[config.mk]
export PLATFORM = sky130hd
export DESIGN_NAME = ternary_vector_near_match_finder
export DESIGN_NICKNAME = d
export VERILOG_FILES = /design/src/design/tvnm_pkg.sv /design/src/design/tvnm_store.sv /design/src/design/tvnm_cmp.sv /design/src/design/ternary_vector_near_match_finder.sv
export SDC_FILE = /design/constraint.sdc
export NUM_CORES = 2
export LEC_CHECK = 0
export BUFFER_PORTS_ARGS = -buffer_cell sky130_fd_sc_hd__buf_2
export CAP_MARGIN = 10
export CORE_MARGIN = 2
export CORE_UTILIZATION = 55
export DETAILED_ROUTE_END_ITERATION = 12
export MAX_ROUTING_LAYER = met4
export PLACE_DENSITY = 0.71
export SYNTH_ARGS = -nofsm -noshare
export SYNTH_HDL_FRONTEND = slang
export SYNTH_SLANG_ARGS = --single-unit
[constraint.sdc]
create_clock -name clk_i -period 7.2 [get_ports clk_i]
set_clock_uncertainty 0.15 [all_clocks]
set_input_delay 0.36 -clock clk_i [delete_from_list [all_inputs] [get_ports clk_i]]
set_output_delay 0.36 -clock clk_i [all_outputs]
set_load 0.01 [all_outputs]
[src/design/tvnm_pkg.sv]
package tvnm_pkg;

  // Table depth and feature positions
  localparam int MAX_ITEMS = 64;
  localparam int FEATURES  = 32;

  // Fixed field widths
  localparam int MASK_W    = 32;
  localparam int FIELD_W   = 6;
  localparam int CFG_W     = 6;
  localparam int CFG_IDX_W = 1;

  // Derived widths
  localparam int IDX_W = $clog2(MAX_ITEMS);
  localparam int CNT_W = $clog2(MAX_ITEMS + 1);

  // Configuration register indexes
  localparam logic [CFG_IDX_W-1:0] CFG_MAX_DIFF = 1'b0;
  localparam logic [CFG_IDX_W-1:0] CFG_FEAT_CNT = 1'b1;

  localparam logic [CFG_W-1:0] MAX_DIFF_RESET = 6'd0;
  localparam logic [CFG_W-1:0] FEAT_CNT_RESET = 6'd32;

  typedef enum logic [1:0] {
    ST_IDLE,
    ST_SCAN,
    ST_FLUSH,
    ST_DROP
  } state_e;

  // Read request to the vector store
  typedef struct packed {
    logic             en;
    logic [IDX_W-1:0] addr;
  } store_rd_t;

  // One stored vector
  typedef struct packed {
    logic [MASK_W-1:0] known;
    logic [MASK_W-1:0] yes;
  } vec_t;

  // Low feature positions in use, limited by FEATURES and the mask width
  function automatic logic [MASK_W-1:0] in_use_mask(input logic [CFG_W-1:0] fc);
    logic [MASK_W-1:0] m;
    m = '0;
    for (int b = 0; b < MASK_W; b++) begin
      m[b] = (b < int'(fc)) && (b < FEATURES);
    end
    return m;
  endfunction

  // Population count as nibble counts followed by a short sum
  function automatic logic [FIELD_W-1:0] count_ones(input logic [MASK_W-1:0] v);
    logic [2:0]         nib;
    logic [FIELD_W-1:0] total;
    total = '0;
    for (int n = 0; n < MASK_W / 4; n++) begin
      nib = 3'(v[4*n]) + 3'(v[4*n+1]) + 3'(v[4*n+2]) + 3'(v[4*n+3]);
      total = total + FIELD_W'(nib);
    end
    return total;
  endfunction

endpackage

[src/design/tvnm_store.sv]
module tvnm_store (
  input  logic                clk_i,
  input  logic                wr_en_i,
  input  logic [tvnm_pkg::IDX_W-1:0] wr_addr_i,
  input  tvnm_pkg::vec_t      wr_data_i,
  input  tvnm_pkg::store_rd_t rd_i,
  output tvnm_pkg::vec_t      rd_data_o
);
  import tvnm_pkg::*;

  vec_t mem_q [MAX_ITEMS];
  vec_t rd_data_q;

  // Write the arriving vector
  always_ff @(posedge clk_i) begin
    if (wr_en_i) begin
      mem_q[wr_addr_i] <= wr_data_i;
    end
  end

  // Registered read, held while the scan is stalled
  always_ff @(posedge clk_i) begin
    if (rd_i.en) begin
      rd_data_q <= mem_q[rd_i.addr];
    end
  end

  assign rd_data_o = rd_data_q;

endmodule

[src/design/tvnm_cmp.sv]
module tvnm_cmp (
  input  logic                            clk_i,
  input  logic                            en_i,
  input  tvnm_pkg::vec_t                  cur_i,
  input  tvnm_pkg::vec_t                  stored_i,
  input  logic [tvnm_pkg::MASK_W-1:0]     use_i,
  output logic [tvnm_pkg::FIELD_W-1:0]    diff_cnt_o
);
  import tvnm_pkg::*;

  logic [MASK_W-1:0]  diff;
  logic [FIELD_W-1:0] cnt_q;

  // Positions in use, known in both, disagreeing
  assign diff = cur_i.known & stored_i.known & (cur_i.yes ^ stored_i.yes) & use_i;

  always_ff @(posedge clk_i) begin
    if (en_i) begin
      cnt_q <= count_ones(diff);
    end
  end

  assign diff_cnt_o = cnt_q;

endmodule

[src/design/ternary_vector_near_match_finder.sv]
// Each earlier vector is read, counted in the compare register and, on a match, held as the
//   pending pair until the next match or the flush moves it to the output register; a
//   dropped result comes from the drop state. One compared vector per cycle unless the output
//   stalls, which freezes the scan; the next input is taken once the last result is registered.
// Reset clears the stored count and restores max_differences 0 and feature_count 32;
//   stored vectors are not cleared and are only read after being written.
module ternary_vector_near_match_finder (
  input  logic                              clk_i,
  input  logic                              rst_ni,
  // configuration
  input  logic                              cfg_we_i,
  input  logic [tvnm_pkg::CFG_IDX_W-1:0]    cfg_index_i,
  input  logic [tvnm_pkg::CFG_W-1:0]        cfg_data_i,
  // input channel
  input  logic                              in_valid_i,
  output logic                              in_stall_o,
  input  logic                              new_set_i,
  input  logic [tvnm_pkg::MASK_W-1:0]       known_mask_i,
  input  logic [tvnm_pkg::MASK_W-1:0]       yes_mask_i,
  // output channel
  output logic                              out_valid_o,
  input  logic                              out_stall_i,
  output logic [tvnm_pkg::FIELD_W-1:0]      earlier_index_o,
  output logic [tvnm_pkg::FIELD_W-1:0]      current_index_o,
  output logic [tvnm_pkg::FIELD_W-1:0]      difference_count_o,
  output logic                              dropped_o,
  output logic                              last_of_run_o
);
  import tvnm_pkg::*;

  state_e state_q, state_d;

  logic [CFG_W-1:0]   max_diff_q, feat_cnt_q;
  logic [CNT_W-1:0]   count_q, count_d;
  logic [IDX_W-1:0]   pos_q, pos_d;
  logic [CNT_W-1:0]   issue_q, issue_d;
  logic               v1_q, v1_d, v2_q, v2_d;
  logic [IDX_W-1:0]   idx1_q, idx1_d, idx2_q, idx2_d;
  logic               pend_valid_q, pend_valid_d;
  logic [IDX_W-1:0]   pend_idx_q, pend_idx_d;
  logic [FIELD_W-1:0] pend_cnt_q, pend_cnt_d;
  vec_t               cur_q, cur_d;

  logic               out_valid_q, out_valid_d;
  logic [FIELD_W-1:0] out_earlier_q, out_earlier_d;
  logic [FIELD_W-1:0] out_current_q, out_current_d;
  logic [FIELD_W-1:0] out_cnt_q, out_cnt_d;
  logic               out_drop_q, out_drop_d;
  logic               out_last_q, out_last_d;

  logic               in_xfer, adv, issue_more, match;
  logic [CNT_W-1:0]   base;
  logic               wr_en;
  vec_t               in_vec;
  store_rd_t          rd;
  vec_t               rd_data;
  logic [MASK_W-1:0]  use_mask;
  logic [FIELD_W-1:0] diff_cnt;

  assign in_stall_o = (state_q != ST_IDLE);
  assign in_xfer    = in_valid_i && !in_stall_o;
  assign adv        = !out_valid_q || !out_stall_i;
  assign base       = new_set_i ? '0 : count_q;
  assign issue_more = (issue_q < CNT_W'(pos_q));
  assign use_mask   = in_use_mask(feat_cnt_q);
  assign match      = v2_q && (diff_cnt <= max_diff_q);
  assign wr_en      = in_xfer && (base != CNT_W'(MAX_ITEMS));
  assign in_vec     = '{known: known_mask_i, yes: yes_mask_i};

  assign rd.en   = adv && (state_q == ST_SCAN);
  assign rd.addr = issue_q[IDX_W-1:0];

  tvnm_store u_store (
    .clk_i     (clk_i),
    .wr_en_i   (wr_en),
    .wr_addr_i (base[IDX_W-1:0]),
    .wr_data_i (in_vec),
    .rd_i      (rd),
    .rd_data_o (rd_data)
  );

  tvnm_cmp u_cmp (
    .clk_i      (clk_i),
    .en_i       (rd.en),
    .cur_i      (cur_q),
    .stored_i   (rd_data),
    .use_i      (use_mask),
    .diff_cnt_o (diff_cnt)
  );

  // Configuration registers
  always_ff @(posedge clk_i or negedge rst_ni) begin
    if (!rst_ni) begin
      max_diff_q <= MAX_DIFF_RESET;
      feat_cnt_q <= FEAT_CNT_RESET;
    end else if (cfg_we_i) begin
      unique case (cfg_index_i)
        CFG_MAX_DIFF: max_diff_q <= cfg_data_i;
        CFG_FEAT_CNT: feat_cnt_q <= cfg_data_i;
        default: ;
      endcase
    end
  end

  // Sequencer: next state, scan pipeline, pending pair and output register
  always_comb begin
    state_d       = state_q;
    count_d       = count_q;
    pos_d         = pos_q;
    issue_d       = issue_q;
    v1_d          = v1_q;
    v2_d          = v2_q;
    idx1_d        = idx1_q;
    idx2_d        = idx2_q;
    pend_valid_d  = pend_valid_q;
    pend_idx_d    = pend_idx_q;
    pend_cnt_d    = pend_cnt_q;
    cur_d         = cur_q;
    out_valid_d   = out_valid_q && out_stall_i;
    out_earlier_d = out_earlier_q;
    out_current_d = out_current_q;
    out_cnt_d     = out_cnt_q;
    out_drop_d    = out_drop_q;
    out_last_d    = out_last_q;

    unique case (state_q)
      ST_IDLE: begin
        if (in_xfer) begin
          cur_d        = in_vec;
          pend_valid_d = 1'b0;
          v1_d         = 1'b0;
          v2_d         = 1'b0;
          issue_d      = '0;
          if (base == CNT_W'(MAX_ITEMS)) begin
            count_d = base;
            state_d = ST_DROP;
          end else begin
            pos_d   = base[IDX_W-1:0];
            count_d = base + CNT_W'(1);
            state_d = ST_SCAN;
          end
        end
      end
      ST_SCAN: begin
        if (adv) begin
          // advance the read, compare and decide stages together
          v1_d   = issue_more;
          idx1_d = issue_q[IDX_W-1:0];
          if (issue_more) begin
            issue_d = issue_q + CNT_W'(1);
          end
          v2_d   = v1_q;
          idx2_d = idx1_q;
          if (match) begin
            if (pend_valid_q) begin
              out_valid_d   = 1'b1;
              out_earlier_d = FIELD_W'(pend_idx_q);
              out_current_d = FIELD_W'(pos_q);
              out_cnt_d     = pend_cnt_q;
              out_drop_d    = 1'b0;
              out_last_d    = 1'b0;
            end
            pend_valid_d = 1'b1;
            pend_idx_d   = idx2_q;
            pend_cnt_d   = diff_cnt;
          end
        end
        if (!issue_more && !v1_q && !v2_q) begin
          state_d = ST_FLUSH;
        end
      end
      ST_FLUSH: begin
        if (!pend_valid_q) begin
          state_d = ST_IDLE;
        end else if (adv) begin
          out_valid_d   = 1'b1;
          out_earlier_d = FIELD_W'(pend_idx_q);
          out_current_d = FIELD_W'(pos_q);
          out_cnt_d     = pend_cnt_q;
          out_drop_d    = 1'b0;
          out_last_d    = 1'b1;
          pend_valid_d  = 1'b0;
          state_d       = ST_IDLE;
        end
      end
      ST_DROP: begin
        if (adv) begin
          out_valid_d   = 1'b1;
          out_earlier_d = '0;
          out_current_d = '0;
          out_cnt_d     = '0;
          out_drop_d    = 1'b1;
          out_last_d    = 1'b1;
          state_d       = ST_IDLE;
        end
      end
      default: state_d = ST_IDLE;
    endcase
  end

  // State register
  always_ff @(posedge clk_i or negedge rst_ni) begin
    if (!rst_ni) begin
      state_q <= ST_IDLE;
    end else begin
      state_q <= state_d;
    end
  end

  // Control registers
  always_ff @(posedge clk_i or negedge rst_ni) begin
    if (!rst_ni) begin
      count_q      <= '0;
      v1_q         <= 1'b0;
      v2_q         <= 1'b0;
      pend_valid_q <= 1'b0;
      out_valid_q  <= 1'b0;
    end else begin
      count_q      <= count_d;
      v1_q         <= v1_d;
      v2_q         <= v2_d;
      pend_valid_q <= pend_valid_d;
      out_valid_q  <= out_valid_d;
    end
  end

  // Payload registers
  always_ff @(posedge clk_i) begin
    pos_q         <= pos_d;
    issue_q       <= issue_d;
    idx1_q        <= idx1_d;
    idx2_q        <= idx2_d;
    pend_idx_q    <= pend_idx_d;
    pend_cnt_q    <= pend_cnt_d;
    cur_q         <= cur_d;
    out_earlier_q <= out_earlier_d;
    out_current_q <= out_current_d;
    out_cnt_q     <= out_cnt_d;
    out_drop_q    <= out_drop_d;
    out_last_q    <= out_last_d;
  end

  assign out_valid_o        = out_valid_q;
  assign earlier_index_o    = out_earlier_q;
  assign current_index_o    = out_current_q;
  assign difference_count_o = out_cnt_q;
  assign dropped_o          = out_drop_q;
  assign last_of_run_o      = out_last_q;

  // Ready for a new item only with the scan pipeline and pending pair empty
  assert property (@(posedge clk_i) disable iff (!rst_ni)
    !in_stall_o |-> (!v1_q && !v2_q && !pend_valid_q))
    else $error("idle with scan work outstanding");

  // Stored count stays within the table
  assert property (@(posedge clk_i) disable iff (!rst_ni)
    count_q <= CNT_W'(MAX_ITEMS))
    else $error("stored count beyond table depth");

  // A dropped result always closes its run
  assert property (@(posedge clk_i) disable iff (!rst_ni)
    (out_valid_q && out_drop_q) |-> out_last_q)
    else $error("dropped result not marked last");

  // Scan freezes while the output register is blocked
  assert property (@(posedge clk_i) disable iff (!rst_ni)
    (state_q == ST_SCAN && out_valid_q && out_stall_i) |=> $stable(issue_q))
    else $error("scan advanced under output stall");

endmodule

==> parameters.txt <==
Parameter                              Value

Outcome
  Outcome ... finished, final reports clean

Timing
  Number of pins exceeding their max-slew limit in the final report ... 0
  Unrepaired setup endpoints after global routing ... false
  Worst slew slack as a fraction of its limit ... 0.141
  Period utilization ... 0.887
  Final hold violation count ... 0
  Max frequency ... roughly 160 MHz
  Final critical-path setup slack ... between 0.8 and 0.9 ns
  Minimum period implied by the final worst setup slack ... 6.39 ns
  Post-Route Setup TNS ... 0 ns
  Slew of the pin with the lowest slew margin ... between 1 and 1.5 ns
  Number of failing setup endpoints in the final timing report ... 0

Critical path
  Buffers & Inverters on Critical Path ... 5
  Highest net fanout along the worst path ... 7
  Critical path endpoint category ... flop
  Cells along the critical path ... or2_2 > nor3_1 > a221oi_1 > ha_1 > fa_1 > ha_1 > inv_1 > fa_1 > xnor2_1 > fa_1 > inv_1 > fa_1 > inv_1 > fa_1 > fa_1 > inv_1 > fa_1 > inv_1 > a21o_1 > a21oi_1 > xnor2_1
  Element type at the critical path start ... flop
  Worst endpoint required time ... between 7 and 8 ns
  Largest stage delay on the critical path ... roughly 0.53 ns
  Crit path max-delay family ... adder cells
  CP dominant cell by count ... sky130_fd_sc_hd__fa_1
  Critical path's slowest cell ... sky130_fd_sc_hd__fa_1
  Worst setup path category ... reg2reg
  Critical path data arrival time ... between 6 and 7 ns

Floorplanning
  Horizontal die dimension ... 552 µm
  Placeable core region ... around 300000 µm²
  Area of the die ... 304000 µm²
  Number of top-level design ports ... 99
  Starting density of the core ... 0.551
  Standard-cell row count ... 201
  Vertical die dimension ... approximately 550 µm

Finish
  Synth-to-Final Area Change ... 12.7%
  Count of nets after finishing ... just under 8000
  Non-Filler Instances ... 11900
  Fraction of final layout cells sized beyond drive strength 1 ... 0.270
  Fillcell total ... 19600

Yosys
  Yosys warning count ... 0
  Mean instance size in the synthesized netlist ... 23.3 µm²
  Yosys cell types ... between 60 and 70
  Synthesized flop and latch total ... 4312
  Net count after synthesis ... a little over 7000
  Sequential cell area fraction in the yosys report ... 0.784
  Post-synthesis instance area ... ~170000 µm²
  Mapped Cells ... approximately 7100
  Number of flops mapped to enable cells by yosys ... between 4000 and 5000
  Proportion of synthesized flip-flops having asynchronous set or reset ... 0.00580
  Post-synth top flop ... sky130_fd_sc_hd__edfxtp_1

CTS
  Number of gates given a new drive strength after cts ... 0
  Buffer type at the clock tree root ... sky130_fd_sc_hd__clkbuf_16
  Clock sink total ... between 4000 and 5000
  Clock tree from TritonCTS ... done
  Number of buffers between clock root and the deepest sink ... 4
  Number of buffers created by CTS ... between 400 and 500
  CTS clk-pin slew, worst paths ... about 0.07 ns
  Worst skew pair latency ... 0.99 ns
  H-tree Lvls ... 5

Run
  Number of maximum-capacitance constraint violations ... 0

Place
  Post-detailed-placement half-perimeter wirelength ... around 240 mm
  Placed Cells ... 11000
  Placer congestion estimate ... roughly 0.89
  Number of input and output port buffers inserted ... 98
  Pre-CTS setup slack ... 0.805 ns

Drt
  Total wire length ... approximately 450 mm
  Router iterations before antenna repair ... 6
  Post-DR vias/cell ... around 7
  Antenna violation net count after detailed routing ... 0
  Violation count after the first detailed-route iteration ... 14800
  Number of remaining DRC errors ... 0
  Total via count after detailed routing ... 82300
  Routed wire length per instance ... ~38 µm

Global routing
  Vias in the first global route ... around 80000
  Initial antenna violation count ... 42
  Total routing usage reported by global routing ... 0.308
  Wire length of the first global-routing pass ... 629 mm
  Largest net degree at the start of global routing ... around 140
  GR Overflow Total ... 0

Power
  Power per cell area ... roughly 380 nW/µm²
  Highest ir drop seen on vdd ... around 350 µV
  Static power due to leakage ... 58.5 nW
  Overall power ... 70.6 mW

Min path
  Min-delay worst type ... in2reg
[timing repair]
action | 4_1_cts | 5_1_grt
setup buffers | 0 | 0
endpoints found under the hold margin | 1929 | 104
hold buffers | 67 | 2
[cells by family after synthesis]
kind of cell / Yosys count / share of synthesized area
xor gates and xnor gates: 31 / 0.00165
adders and majority gates: 71 / 0.00638
AOI/OAI and AO/OA: 484 / 0.0189
and+or+nand+nor: 418 / 0.0113
buffers and inverters: 417 / 0.0126
muxes: 1350 / 0.165
DFF: 4312 / 0.784
[final timing paths]
kind	slack [ns]	startpoint	cells after the start	endpoint
worst max-delay path	0.81	feat_cnt_q[4]	21	u_cmp.diff_cnt_o[5]
worst min-delay path	0.02	known_mask_i[21]	1	u_store.mem_q[46][53]
worst max register to register	0.81	feat_cnt_q[4]	21	u_cmp.diff_cnt_o[5]
worst min register to register	0.25	idx1_q[3]	0	idx2_q[3]
max in group asynchronous	6.27	rst_ni	4	feat_cnt_q[0]
min in group asynchronous	0.42	rst_ni	3	feat_cnt_q[5]
[area by class of cell]
type	instances	area [µm²]	share of cell area
inverter	56	223	0.00120
tap	3958	4950	0.0266
sequential	4312	129000	0.695
clock inverter	265	2630	0.0141
timing repair buffer	411	3650	0.0196
antenna	29	72.6	0.000390
multi-input combinational	2354	34200	0.184
clock buffer	505	11000	0.0591
[sequential cells by signal (all words and copies together) (netlist names), 7 cells and up]
| name | flops |
|---|---|
| issue_q | 7 |
| count_q | 7 |
| cur_q | 64 |
| u_store.rd_data_o | 64 |
| u_store.mem_q | 4096 |
[through the flow]
stage,cell area (µm²),utilization,hold WS (ns)
floorplan,165000,-,-0.0856
global placement,172000,0.573,0.251
detailed placement,172000,0.573,0.256
CTS,186000,0.621,0.0119
global route,186000,0.622,0.0593
finish,186000,0.622,0.0191
[per-layer routing]
metal / GRT usage / part of all wire
met2: 0.452 / 0.46
met5: - / 0
met4: 0.0985 / 0.037
met3: 0.0764 / 0.13
met1: 0.432 / 0.37
[cell usage in the layout (no fill, tap or decap), types with 25 or more instances in the layout]
cell type and count:
sky130_fd_sc_hd__dlygate4sd3_1 68, sky130_fd_sc_hd__nor2_1 61, sky130_fd_sc_hd__mux4_2 1100, sky130_fd_sc_hd__buf_12 51, sky130_fd_sc_hd__bufinv_16 40, sky130_fd_sc_hd__clkinv_2 85, sky130_fd_sc_hd__inv_1 50, sky130_fd_sc_hd__nor2_4 69
sky130_fd_sc_hd__o22ai_1 41, sky130_fd_sc_hd__o21ai_1 35, sky130_fd_sc_hd__nor2b_1 25, sky130_fd_sc_hd__a22oi_1 88, sky130_fd_sc_hd__diode_2 29, sky130_fd_sc_hd__buf_2 98, sky130_fd_sc_hd__o21ai_0 89, sky130_fd_sc_hd__a21oi_1 105
sky130_fd_sc_hd__clkbuf_16 426, sky130_fd_sc_hd__clkbuf_1 76, sky130_fd_sc_hd__clkinv_1 103, sky130_fd_sc_hd__nand2_1 126, sky130_fd_sc_hd__edfxtp_1 4287, sky130_fd_sc_hd__ha_1 49, sky130_fd_sc_hd__buf_4 194, sky130_fd_sc_hd__nand3_1 59
sky130_fd_sc_hd__o221ai_1 40, sky130_fd_sc_hd__mux2i_1 241
[cells in the mapped netlist (13+ instances only)]
library cell / instances / area (µm²)
sky130_fd_sc_hd__a21oi_1: 105 / 526
sky130_fd_sc_hd__a22oi_1: 88 / 661
sky130_fd_sc_hd__buf_1: 27 / 101
sky130_fd_sc_hd__buf_2: 87 / 435
sky130_fd_sc_hd__buf_4: 49 / 368
sky130_fd_sc_hd__buf_6: 28 / 315
sky130_fd_sc_hd__clkbuf_1: 169 / 634
sky130_fd_sc_hd__dfrtp_1: 24 / 601
sky130_fd_sc_hd__edfxtp_1: 4287 / 129000
sky130_fd_sc_hd__fa_1: 22 / 440
sky130_fd_sc_hd__ha_1: 49 / 613
sky130_fd_sc_hd__inv_1: 52 / 195
sky130_fd_sc_hd__mux2i_1: 241 / 2410
sky130_fd_sc_hd__mux4_2: 1100 / 24800
sky130_fd_sc_hd__nand2_1: 131 / 492
sky130_fd_sc_hd__nand3_1: 59 / 295
sky130_fd_sc_hd__nor2_1: 132 / 495
sky130_fd_sc_hd__nor2b_1: 27 / 169
sky130_fd_sc_hd__nor3_1: 24 / 120
sky130_fd_sc_hd__o211ai_1: 13 / 97.6
sky130_fd_sc_hd__o21ai_0: 89 / 445
sky130_fd_sc_hd__o21ai_1: 35 / 175
sky130_fd_sc_hd__o221ai_1: 40 / 350
sky130_fd_sc_hd__o22ai_1: 41 / 257
sky130_fd_sc_hd__xor2_1: 20 / 175
[power breakdown]
| group | internal (mW) | switching [mW] |
|---|---|---|
| Sequential | 28.7 | 0.317 |
| Combinational | 8.22 | 11.7 |
| Clock | 12.3 | 9.41 |
| Total | 49.2 | 21.4 |
Note: power is estimated with default switching activity, not from simulation.
